<file path="src/rtl/assert_macros.svh">
// Assertion macros shared by the RTL modules of the token tuple window generator.
// No dependencies; the including module must provide clk and arst_n.
`ifndef ASSERT_MACROS_SVH
`define ASSERT_MACROS_SVH

// Property that must hold at every clock edge outside reset.
`define ASSERT_ALWAYS(label, prop, msg) \
	label: assert property (@(posedge clk) disable iff (!arst_n) (prop)) else $error(msg);

// Implication checked on the clock edge that follows the trigger.
`define ASSERT_NEXT(label, trig, prop, msg) \
	label: assert property (@(posedge clk) disable iff (!arst_n) (trig) |=> (prop)) \
		else $error(msg);

`endif

</file>
<file path="src/rtl/ttw_pkg.sv">
// Package for the token tuple window generator: sizes, register indexes and shared types.
// No dependencies; used by every RTL module of the block.
package ttw_pkg;

	// Number of tokens held in the window (2 to 8).
	localparam int WINDOW_LEN = 8;

	localparam int CODE_W  = 8;
	localparam int VALUE_W = 16;
	localparam int POS_W   = 32;
	localparam int LINE_W  = 24;
	localparam int TUPLE_W = 64;
	localparam int CFG_IDX_W = 3;
	localparam int FILL_W  = $clog2(WINDOW_LEN + 1);

	localparam logic [LINE_W-1:0] LINE_MAX = {LINE_W{1'b1}};

	// Configuration register indexes.
	localparam logic [CFG_IDX_W-1:0] REG_FILENAME  = 3'd0;
	localparam logic [CFG_IDX_W-1:0] REG_NEWLINE   = 3'd1;
	localparam logic [CFG_IDX_W-1:0] REG_LABEL     = 3'd2;
	localparam logic [CFG_IDX_W-1:0] REG_INTVAL    = 3'd3;
	localparam logic [CFG_IDX_W-1:0] REG_CHARCONST = 3'd4;
	localparam logic [CFG_IDX_W-1:0] REG_STRINGLIT = 3'd5;
	localparam logic [CFG_IDX_W-1:0] REG_FILENUM   = 3'd6;

	// Contents of one window cell.
	typedef struct packed {
		logic [CODE_W-1:0]  code;
		logic [VALUE_W-1:0] value;
		logic [POS_W-1:0]   position;
		logic [LINE_W-1:0]  line;
	} cell_data_t;

	// Classification of the token on the input channel.
	typedef struct packed {
		logic is_name;
		logic is_line;
		logic keep_value;
	} tok_class_t;

endpackage

</file>
<file path="src/rtl/ttw_cfg_regs.sv">
// Configuration registers and token classifier of the token tuple window generator.
// Depends on ttw_pkg.
module ttw_cfg_regs (
	input  logic                                clk,
	input  logic                                arst_n,
	input  logic                                cfg_wen,
	input  logic [ttw_pkg::CFG_IDX_W-1:0]       cfg_index,
	input  logic [ttw_pkg::CODE_W-1:0]          cfg_data,
	input  logic [ttw_pkg::CODE_W-1:0]          token_kind,
	output ttw_pkg::tok_class_t                 tok_class,
	output logic [ttw_pkg::CODE_W-1:0]          file_number
);

	logic [ttw_pkg::CODE_W-1:0] filename_q, newline_q, label_q, intval_q;
	logic [ttw_pkg::CODE_W-1:0] charconst_q, stringlit_q, filenum_q;

	// Register writes; an index beyond the list is ignored.
	always_ff @(posedge clk or negedge arst_n) begin
		if (!arst_n) begin
			filename_q  <= 8'd1;
			newline_q   <= 8'd2;
			label_q     <= 8'd3;
			intval_q    <= 8'd4;
			charconst_q <= 8'd5;
			stringlit_q <= 8'd6;
			filenum_q   <= 8'd0;
		end else if (cfg_wen) begin
			unique case (cfg_index)
				ttw_pkg::REG_FILENAME:  filename_q  <= cfg_data;
				ttw_pkg::REG_NEWLINE:   newline_q   <= cfg_data;
				ttw_pkg::REG_LABEL:     label_q     <= cfg_data;
				ttw_pkg::REG_INTVAL:    intval_q    <= cfg_data;
				ttw_pkg::REG_CHARCONST: charconst_q <= cfg_data;
				ttw_pkg::REG_STRINGLIT: stringlit_q <= cfg_data;
				ttw_pkg::REG_FILENUM:   filenum_q   <= cfg_data;
				default: ;
			endcase
		end
	end

	// A file-name match wins over a line match; values are kept for four codes.
	always_comb begin
		tok_class.is_name    = (token_kind == filename_q);
		tok_class.is_line    = (token_kind != filename_q) && (token_kind == newline_q);
		tok_class.keep_value = (token_kind == label_q) || (token_kind == intval_q) ||
			(token_kind == charconst_q) || (token_kind == stringlit_q);
	end

	assign file_number = filenum_q;

endmodule

</file>
<file path="src/rtl/ttw_cell.sv">
// One cell of the token window: holds a code, a value, a stream position and a line.
// Depends on ttw_pkg.
module ttw_cell (
	input  logic                clk,
	input  logic                arst_n,
	input  logic                shift_en,
	input  logic                clear,
	input  ttw_pkg::cell_data_t d_in,
	output ttw_pkg::cell_data_t q_out
);

	logic [ttw_pkg::CODE_W-1:0]  code_q;
	logic [ttw_pkg::VALUE_W-1:0] value_q;
	logic [ttw_pkg::POS_W-1:0]   position_q;
	logic [ttw_pkg::LINE_W-1:0]  line_q;

	// Code and value start at zero and are cleared by a file-name token.
	always_ff @(posedge clk or negedge arst_n) begin
		if (!arst_n) begin
			code_q  <= '0;
			value_q <= '0;
		end else if (clear) begin
			code_q  <= '0;
			value_q <= '0;
		end else if (shift_en) begin
			code_q  <= d_in.code;
			value_q <= d_in.value;
		end
	end

	// Position and line are always written before they are read.
	always_ff @(posedge clk) begin
		if (shift_en) begin
			position_q <= d_in.position;
			line_q     <= d_in.line;
		end
	end

	assign q_out.code     = code_q;
	assign q_out.value    = value_q;
	assign q_out.position = position_q;
	assign q_out.line     = line_q;

endmodule

</file>
<file path="src/rtl/token_tuple_window_generator_unit.sv">
// Top level of the token tuple window generator: a chain of window cells, file and
// line tracking, and the result register. Depends on ttw_pkg, ttw_cfg_regs, ttw_cell, assert_macros.svh.
//
// Channel   Direction  Handshake               Transaction
// in        input      in_valid / in_ready     one token: kind, value, position
// out       output     out_valid / out_ready   one window tuple and its origin
// cfg       input      cfg_wen                 one register write, no wait
//
// One token is accepted per cycle while in_ready is high; its result, if any, is valid in the next cycle.
// The cell chain shifts by one cell per ordinary token, so the oldest cell holds
// the position and line of the tuple start.
// Reset clears the window codes and values, counters and result valid; registers take their defaults.
// in_ready is low only while a result waits and out_ready is low.
`include "assert_macros.svh"

module token_tuple_window_generator_unit (
	input  logic                              clk,
	input  logic                              arst_n,
	input  logic                              in_valid,
	output logic                              in_ready,
	input  logic [ttw_pkg::CODE_W-1:0]        token_kind,
	input  logic [31:0]                       token_value,
	input  logic [ttw_pkg::POS_W-1:0]         token_position,
	output logic                              out_valid,
	input  logic                              out_ready,
	output logic [ttw_pkg::TUPLE_W-1:0]       tuple_codes,
	output logic [ttw_pkg::VALUE_W-1:0]       value_xor,
	output logic [ttw_pkg::POS_W-1:0]         start_position,
	output logic [ttw_pkg::LINE_W-1:0]        start_line,
	output logic [ttw_pkg::POS_W-1:0]         name_position,
	output logic [ttw_pkg::CODE_W-1:0]        file_tag,
	input  logic                              cfg_wen,
	input  logic [ttw_pkg::CFG_IDX_W-1:0]     cfg_index,
	input  logic [ttw_pkg::CODE_W-1:0]        cfg_data
);

	localparam int N = ttw_pkg::WINDOW_LEN;

	ttw_pkg::tok_class_t          tok_class;
	logic [ttw_pkg::CODE_W-1:0]   file_number;
	ttw_pkg::cell_data_t          cell_q [N];
	ttw_pkg::cell_data_t          new_cell;
	logic                         accept, name_tok, line_tok, ord_tok, emit;
	logic [ttw_pkg::FILL_W-1:0]   fill_q;
	logic [ttw_pkg::LINE_W-1:0]   line_q;
	logic [ttw_pkg::POS_W-1:0]    name_pos_q;
	logic                         out_valid_q;
	logic [ttw_pkg::TUPLE_W-1:0]  packed_next;
	logic [ttw_pkg::VALUE_W-1:0]  xor_next;
	logic [ttw_pkg::TUPLE_W-1:0]  tuple_q;
	logic [ttw_pkg::VALUE_W-1:0]  xor_q;
	logic [ttw_pkg::POS_W-1:0]    start_pos_q;
	logic [ttw_pkg::LINE_W-1:0]   start_line_q;
	logic [ttw_pkg::POS_W-1:0]    name_out_q;
	logic [ttw_pkg::CODE_W-1:0]   file_tag_q;

	// Configuration registers and classification of the incoming token.
	ttw_cfg_regs u_cfg (
		.clk         (clk),
		.arst_n      (arst_n),
		.cfg_wen     (cfg_wen),
		.cfg_index   (cfg_index),
		.cfg_data    (cfg_data),
		.token_kind  (token_kind),
		.tok_class   (tok_class),
		.file_number (file_number)
	);

	// Handshake and token decode.
	assign in_ready = !out_valid_q || out_ready;
	assign accept   = in_valid && in_ready;
	assign name_tok = accept && tok_class.is_name;
	assign line_tok = accept && tok_class.is_line;
	assign ord_tok  = accept && !tok_class.is_name && !tok_class.is_line;
	assign emit     = ord_tok && (fill_q >= ttw_pkg::FILL_W'(N - 1));

	// Data entering the newest cell.
	always_comb begin
		new_cell.code     = token_kind;
		new_cell.value    = tok_class.keep_value ? token_value[ttw_pkg::VALUE_W-1:0] : '0;
		new_cell.position = token_position;
		new_cell.line     = line_q;
	end

	// Cell chain: cell 0 is the oldest, each cell takes its right neighbor.
	for (genvar g = 0; g < N; g++) begin : g_cell
		ttw_pkg::cell_data_t d_in;
		if (g == N - 1) begin : g_last
			assign d_in = new_cell;
		end else begin : g_mid
			assign d_in = cell_q[g+1];
		end
		ttw_cell u_cell (
			.clk      (clk),
			.arst_n   (arst_n),
			.shift_en (ord_tok),
			.clear    (name_tok),
			.d_in     (d_in),
			.q_out    (cell_q[g])
		);
	end

	// Window contents after this token has shifted in, oldest in the top byte.
	always_comb begin
		packed_next = '0;
		xor_next    = new_cell.value;
		packed_next[ttw_pkg::CODE_W-1:0] = new_cell.code;
		for (int i = 1; i < N; i++) begin
			packed_next[ttw_pkg::CODE_W*(N-i) +: ttw_pkg::CODE_W] = cell_q[i].code;
			xor_next = xor_next ^ cell_q[i].value;
		end
	end

	// Fill count, line counter and file-name offset.
	always_ff @(posedge clk or negedge arst_n) begin
		if (!arst_n) begin
			fill_q     <= '0;
			line_q     <= '0;
			name_pos_q <= '0;
		end else if (name_tok) begin
			fill_q     <= '0;
			line_q     <= ttw_pkg::LINE_W'(1);
			name_pos_q <= token_position;
		end else if (line_tok) begin
			if (line_q != ttw_pkg::LINE_MAX) begin
				line_q <= line_q + 1'b1;
			end
		end else if (ord_tok) begin
			if (fill_q != ttw_pkg::FILL_W'(N)) begin
				fill_q <= fill_q + 1'b1;
			end
		end
	end

	// Result valid flag.
	always_ff @(posedge clk or negedge arst_n) begin
		if (!arst_n) begin
			out_valid_q <= 1'b0;
		end else if (emit) begin
			out_valid_q <= 1'b1;
		end else if (out_ready) begin
			out_valid_q <= 1'b0;
		end
	end

	// Result payload; the oldest entry after the shift is the current cell 1.
	always_ff @(posedge clk) begin
		if (emit) begin
			tuple_q      <= packed_next;
			xor_q        <= xor_next;
			start_pos_q  <= cell_q[1].position;
			start_line_q <= cell_q[1].line;
			name_out_q   <= name_pos_q;
			file_tag_q   <= file_number;
		end
	end

	assign out_valid      = out_valid_q;
	assign tuple_codes    = tuple_q;
	assign value_xor      = xor_q;
	assign start_position = start_pos_q;
	assign start_line     = start_line_q;
	assign name_position  = name_out_q;
	assign file_tag       = file_tag_q;

	// Checks on the window control.
	`ASSERT_ALWAYS(a_fill_bound, fill_q <= ttw_pkg::FILL_W'(N), "fill count above window length")
	`ASSERT_NEXT(a_name_clears, name_tok, (fill_q == '0) && (line_q == ttw_pkg::LINE_W'(1)), "file-name token did not restart the window")
	`ASSERT_NEXT(a_no_emit_short, ord_tok && (fill_q < ttw_pkg::FILL_W'(N - 1)) && !(out_valid_q && !out_ready), !out_valid_q, "result from a window that is not full")
	`ASSERT_ALWAYS(a_ready_when_empty, out_valid_q || in_ready, "input stalled with no result pending")

endmodule
</file>
<file path="config.mk">
export PLATFORM = sky130hd
export DESIGN_NAME = token_tuple_window_generator_unit
export DESIGN_NICKNAME = d
export VERILOG_FILES = /design/src/rtl/ttw_pkg.sv /design/src/rtl/ttw_cfg_regs.sv /design/src/rtl/ttw_cell.sv /design/src/rtl/token_tuple_window_generator_unit.sv
export VERILOG_INCLUDE_DIRS = /design/src /design/src/rtl
export SDC_FILE = /design/constraint.sdc
export NUM_CORES = 1
export LEC_CHECK = 0
export BUFFER_PORTS_ARGS = -buffer_cell sky130_fd_sc_hd__buf_2
export CAP_MARGIN = 10
export CELL_PAD_IN_SITES_DETAIL_PLACEMENT = 0
export CELL_PAD_IN_SITES_GLOBAL_PLACEMENT = 1
export CORE_AREA = 10 10 331 333
export DETAILED_ROUTE_END_ITERATION = 10
export DIE_AREA = 0 0 341 343
export PLACE_DENSITY = 0.62
export SYNTH_ARGS = -nofsm -noshare
export SYNTH_HDL_FRONTEND = slang
export SYNTH_HIERARCHICAL = 1
export SYNTH_SLANG_ARGS = --single-unit
</file>
<file path="constraint.sdc">
create_clock -name clk -period 37.2 [get_ports clk]
set_input_delay 7.44 -clock clk [delete_from_list [all_inputs] [get_ports clk]]
set_output_delay 7.44 -clock clk [all_outputs]
set_load 0.02 [all_outputs]
</file>
# ---- Word-level counts from Yosys, hierarchy flattened
# Cells that the tools add are included.
# Widths: inputs -> output; s select.
dict set report totals {
  regBits 853
  in_bits 88
  out_inout_bits 178
  word_cells 138
}
dict set report classes {
  addsub 2
  n_lt_le_gt_ge 1
  n_eq_ne 16
  mux 38
  bitwise 7
  reduce_logical 29
}
# op n
set ops {}
lappend ops {{$mux 16} 15}
lappend ops {{$mux 8} 14}
lappend ops {{$xor 16x16->16} 7}
lappend ops {{$mux 24} 3}
lappend ops {{$eq 8x8->1} 6}
lappend ops {{$add 24x1->24 const B} 1}
lappend ops {{$ne 24x24->1 const B} 1}
lappend ops {{$mux 4} 4}
lappend ops {{$reduce_and 2->1} 8}
lappend ops {{$reduce_bool 2->1} 5}
lappend ops {{$eq 3x3->1 const B} 3}
lappend ops {{$ne 8x8->1} 1}
lappend ops {{$logic_and 1x1->1} 7}
lappend ops {{$eq 3x2->1 const B} 2}
lappend ops {{$add 4x1->4 const B} 1}
lappend ops {{$ge 4x3->1 const B} 1}
lappend ops {{$logic_or 1x1->1} 4}
lappend ops {{$ne 4x4->1 const B} 1}
lappend ops {{$eq 3x1->1 const B} 1}
lappend ops {{$logic_not 1->1} 3}
lappend ops {{$logic_not 3->1} 1}
lappend ops {{$reduce_and 3->1} 1}
lappend ops {{$mux 1} 2}
lappend ops {{$ne 2x1->1 const B} 1}

# ---- Logic depth before layout (Yosys ltp)
dict set report logic_depth {
  word_depth 12
  mapped_depth 11
}

# ---- By module
# Netlist, hierarchy kept.
# module instances cells_each area_per_inst_um2 seq_area_each_um2
set by_module_without_submodules {}
lappend by_module_without_submodules {ttw_cell 7 133 2671.3 2282.2}
lappend by_module_without_submodules {token_tuple_window_generator_unit 1 612 9180.1 6811.5}
lappend by_module_without_submodules {ttw_cfg_regs 1 198 2732.6 1412.6}

# ---- Worst setup path after synthesis
# Ideal clock, no wire load.
dict set report synth_timing {
  path_type {in2reg}
  from {in token_kind[4] (netlist name)}
  to {reg g_cell[7].u_cell/code_q[0] (netlist name)}
  setup_ns 0.132
  arrival_time_ns 37.393
  required_ns 37.068
  slack_ns -0.325
  path_stages 10
  n_path_buf 3
  path_cell_list {buf_2 xnor2_1 nand4_1 nor2_1 nor3_1 nor3_1 buf_6 buf_12 mux2i_1 nor2_1}
}
# element line
set synth_rtl {}
lappend synth_rtl {{start: declaration} token_tuple_window_generator_unit.sv:21} ;# input logic [ttw_pkg::CODE_W-1:0] token_kind,
lappend synth_rtl {{end signal: assignment} ttw_cell.sv:26} ;# code_q <= d_in.code;
lappend synth_rtl {{end: declaration} ttw_cell.sv:12} ;# logic [ttw_pkg::CODE_W-1:0] code_q;

# ---- Worst setup path in the final report
dict set report layout_timing {
  from {in out_ready}
  to {out in_ready}
}
dict set report layout_between {
  elab_chain_cells 1
}
# element line
set layout_rtl {}
lappend layout_rtl {{start: declaration} token_tuple_window_generator_unit.sv:25} ;# input logic out_ready,
lappend layout_rtl {{$logic_or 1x1->1} token_tuple_window_generator_unit.sv:70} ;# assign in_ready = !out_valid_q || out_ready;
lappend layout_rtl {{end: declaration} token_tuple_window_generator_unit.sv:20} ;# output logic in_ready,
# No other way between the ends.

==> results.cfg <==
[status]
outcome = finished clean

[finish]
syn_to_final_growth_pct = 18.9
layout.nets = 2131
instances_no_fill = 3500
multi_input_area_sq_um = 5890
layout-drive-gt1-share = 0.232
seq_area_sq_um = 24200
n_fill_cell = 9803
final_area_sq_um = 36400

[floorplanning]
die_h_um = 343
die_area_sq_um = 117000
start_util = 0.297
std_cell_rows = 118
pin_count = 266
die_w_um = 341
core_area_sq_um = 103000

[clock_tree]
clk_pin_slew_ns = 0.06
post_cts_buffers = 0
cts_resized = 0
clkSinkCount = 853
cts_tree = built
hold_buffers = 0
clk_latency_ns = 0.67
cts_max_path_buffers = 3
cts-root-buf = clkbuf_16
htreeDepth = 3
numCtsBuffers = 91

[pwr]
p_clk_frac = 0.357
switching_power_mw = 0.687
switching_share = 0.264
combPwrFrac = 0.127
powerDensity_nw_per_um2 = 71.5
p_seq_frac = 0.515
ir_drop_v = 0.0000358
power_leakage_nw = 14.6
p_int_mw = 1.91

[timing]
slew_headroom = 0.222
whs_ns = 0.384
finalSetupViolations = 0
setup_tns_ns = 0
period_share = 0.419
worst_pin_slew_ns = 1.17
finalWorstSetupSlack_ns = 21.61
drv_slew = 0
fmax_mhz = 64.2
finClkSkew_ns = 0.0393
post-route-min-period_ns = 15.59
hold_viol = 0
rsz0062_at_grt = false

[critical_path]
cp_common_cell = buf_2
crit_slowest_cell = nand2b_1
start_kind = input pin
cp_slowest_stage_delay_ns = 0.38
crit_fanout = 10
worstPathRequired_ns = 29.76
crit_path_cell_trace = buf_2 > nand2b_1 > buf_2
r2r_setup_slack_ns = 31.51
end_kind = output pin
critPathKind = in2out
crit_arrival_ns = 8.15

[logic_synthesis]
syn_area_sq_um = 30600
ys_warn_count = 6
yosys.area.top_type_share = 0.557
synthCells = 1741
seq_area_frac_synth = 0.791
synthTopCellsByArea = edfxtp_1 (56%), dfrtp_1 (23%), mux2i_1 (5.6%)
synth_edf_count = 568
yosys-top-cells-count = edfxtp_1 (568), dfrtp_1 (276), nor2_1 (189)
synth_flop_cell = edfxtp_1
ys_ff_latch = 853
syn_nets = 1832
async_reset_ff_frac = 0.334
synth_cell_type_count = 46
yosysTopAreaCell = edfxtp_1
avgSynthCellArea_sq_um = 17.6
synth_most_common_cell = edfxtp_1

[drt]
drtAntennaViolNets = 0
vias_per_cell = 4.19
first_iter_violations = 804
wirelength_um = 57800
vias = 14700
avgRoutedWirePerCell_um = 16.5
drc = 0
dr.pass1.iters = 6

[grt]
antenna_found_initial = 5
grt_pass1_wl_um = 90700
grt_max_degree = 193
grt_pass1_vias = 15500
grtUsageTotal = 0.0978
grt_overflow = 0

[hold_path]
hold_path.class = reg2reg

[place]
dp_hpwl_um = 35100
place_congestion = 0.745
numPortBuffers = 249
dp_slack_ns = 21.60
dpl_cell_area_sq_um = 33200
placed_cells = 3327

[job]
max-cap-violations = 0
area by class of cell:
type	count	area share
antenna	2	0.000138
clock buffer	119	0.0685
clock inverter	52	0.0181
inverter	6	0.000825
multi-input combinational	822	0.162
sequential	853	0.665
tap	1380	0.0474
timing repair buffer	266	0.0384
worst paths after layout:
path | start | to | cells after the start
worst max-delay path | out_ready | in_ready | 3
worst min-delay path | g_cell[5].u_cell/position_q[16] | g_cell[4].u_cell/position_q[16] | 0
worst max register to register | u_cfg/filename_q[6] | g_cell[5].u_cell/value_q[10] | 12
worst min register to register | g_cell[5].u_cell/position_q[16] | g_cell[4].u_cell/position_q[16] | 0
max in group asynchronous | arst_n | g_cell[6].u_cell/code_q[5] | 2
min in group asynchronous | arst_n | name_pos_q[7] | 1
per-stage QoR:
stage	utilization	total power, mW
after floorplan	-	1.64
after global placement	0.323	1.69
after detailed placement	0.323	1.71
after CTS	0.354	2.66
after global routing	0.354	2.74
final	0.354	2.60
cells in the final DEF, fill, tap and decap left out, types with 10 or more instances in the layout:
cell,synthesis,layout
clkbuf_8,0,11
edfxtp_1,568,568
xor2_1,56,56
nand4_1,16,16
clkbuf_1,25,17
bufinv_16,0,10
and2_1,18,18
dfrtp_1,276,276
clkbuf_16,0,91
nand2_1,115,115
clkinv_2,0,17
mux2i_1,171,171
xnor2_1,120,120
mux2_2,56,56
nor2_1,189,189
buf_2,11,248
buf_4,0,16
cells by family after synthesis:
logic type,count (synthesis),synth area share
and+or+nand+nor,392,0.0582
buffers and inverters,66,0.0179
AOI/OAI and AO/OA,24,0.00523
muxes,227,0.0765
adders and majority gates,3,0.00123
xor gates and xnor gates,176,0.0504
DFF,853,0.791
sequential cells by signal, indices dropped and copies added, names as in the netlist, 16 cells and up:
| name | count |
|---|---|
| g_cell.u_cell/value_q | 112 |
| start_position | 32 |
| start_line | 24 |
| g_cell.u_cell/code_q | 56 |
| line_q | 24 |
| name_position | 32 |
| value_xor | 16 |
| g_cell.u_cell/position_q | 224 |
| g_cell.u_cell/line_q | 168 |
| name_pos_q | 32 |
| tuple_codes | 64 |
power groups by stage:
| stage | clock, mW | combinational, mW | sequential, mW |
|---|---|---|---|
| 3_3_place_gp | 0 | 0.335 | 1.36 |
| 3_5_place_dp | 0 | 0.342 | 1.36 |
| 4_1_cts | 0.969 | 0.343 | 1.35 |
| 2_1_floorplan | 0 | 0.179 | 1.46 |
| 5_1_grt | 1.01 | 0.367 | 1.36 |
| 6_report | 0.930 | 0.331 | 1.34 |
metal layers:
metal / share of wire / vias up / global-route usage / routed length, um
li1: - / 6859 / - / -
met1: 0.44 / 7412 / 0.128 / 25700
met2: 0.47 / 302 / 0.154 / 27100
met3: 0.062 / 98 / 0.0278 / 3560
met4: 0.024 / 2 / 0.0350 / 1380
met5: 0.00022 / - / 0 / 13
worst max-delay path, delay by kind of cell:
kind,cells,cell delay (ns)
and+or+nand+nor,1,0.38
buffers and inverters,2,0.33
No activity file was read; power rests on OpenSTA's default activity.
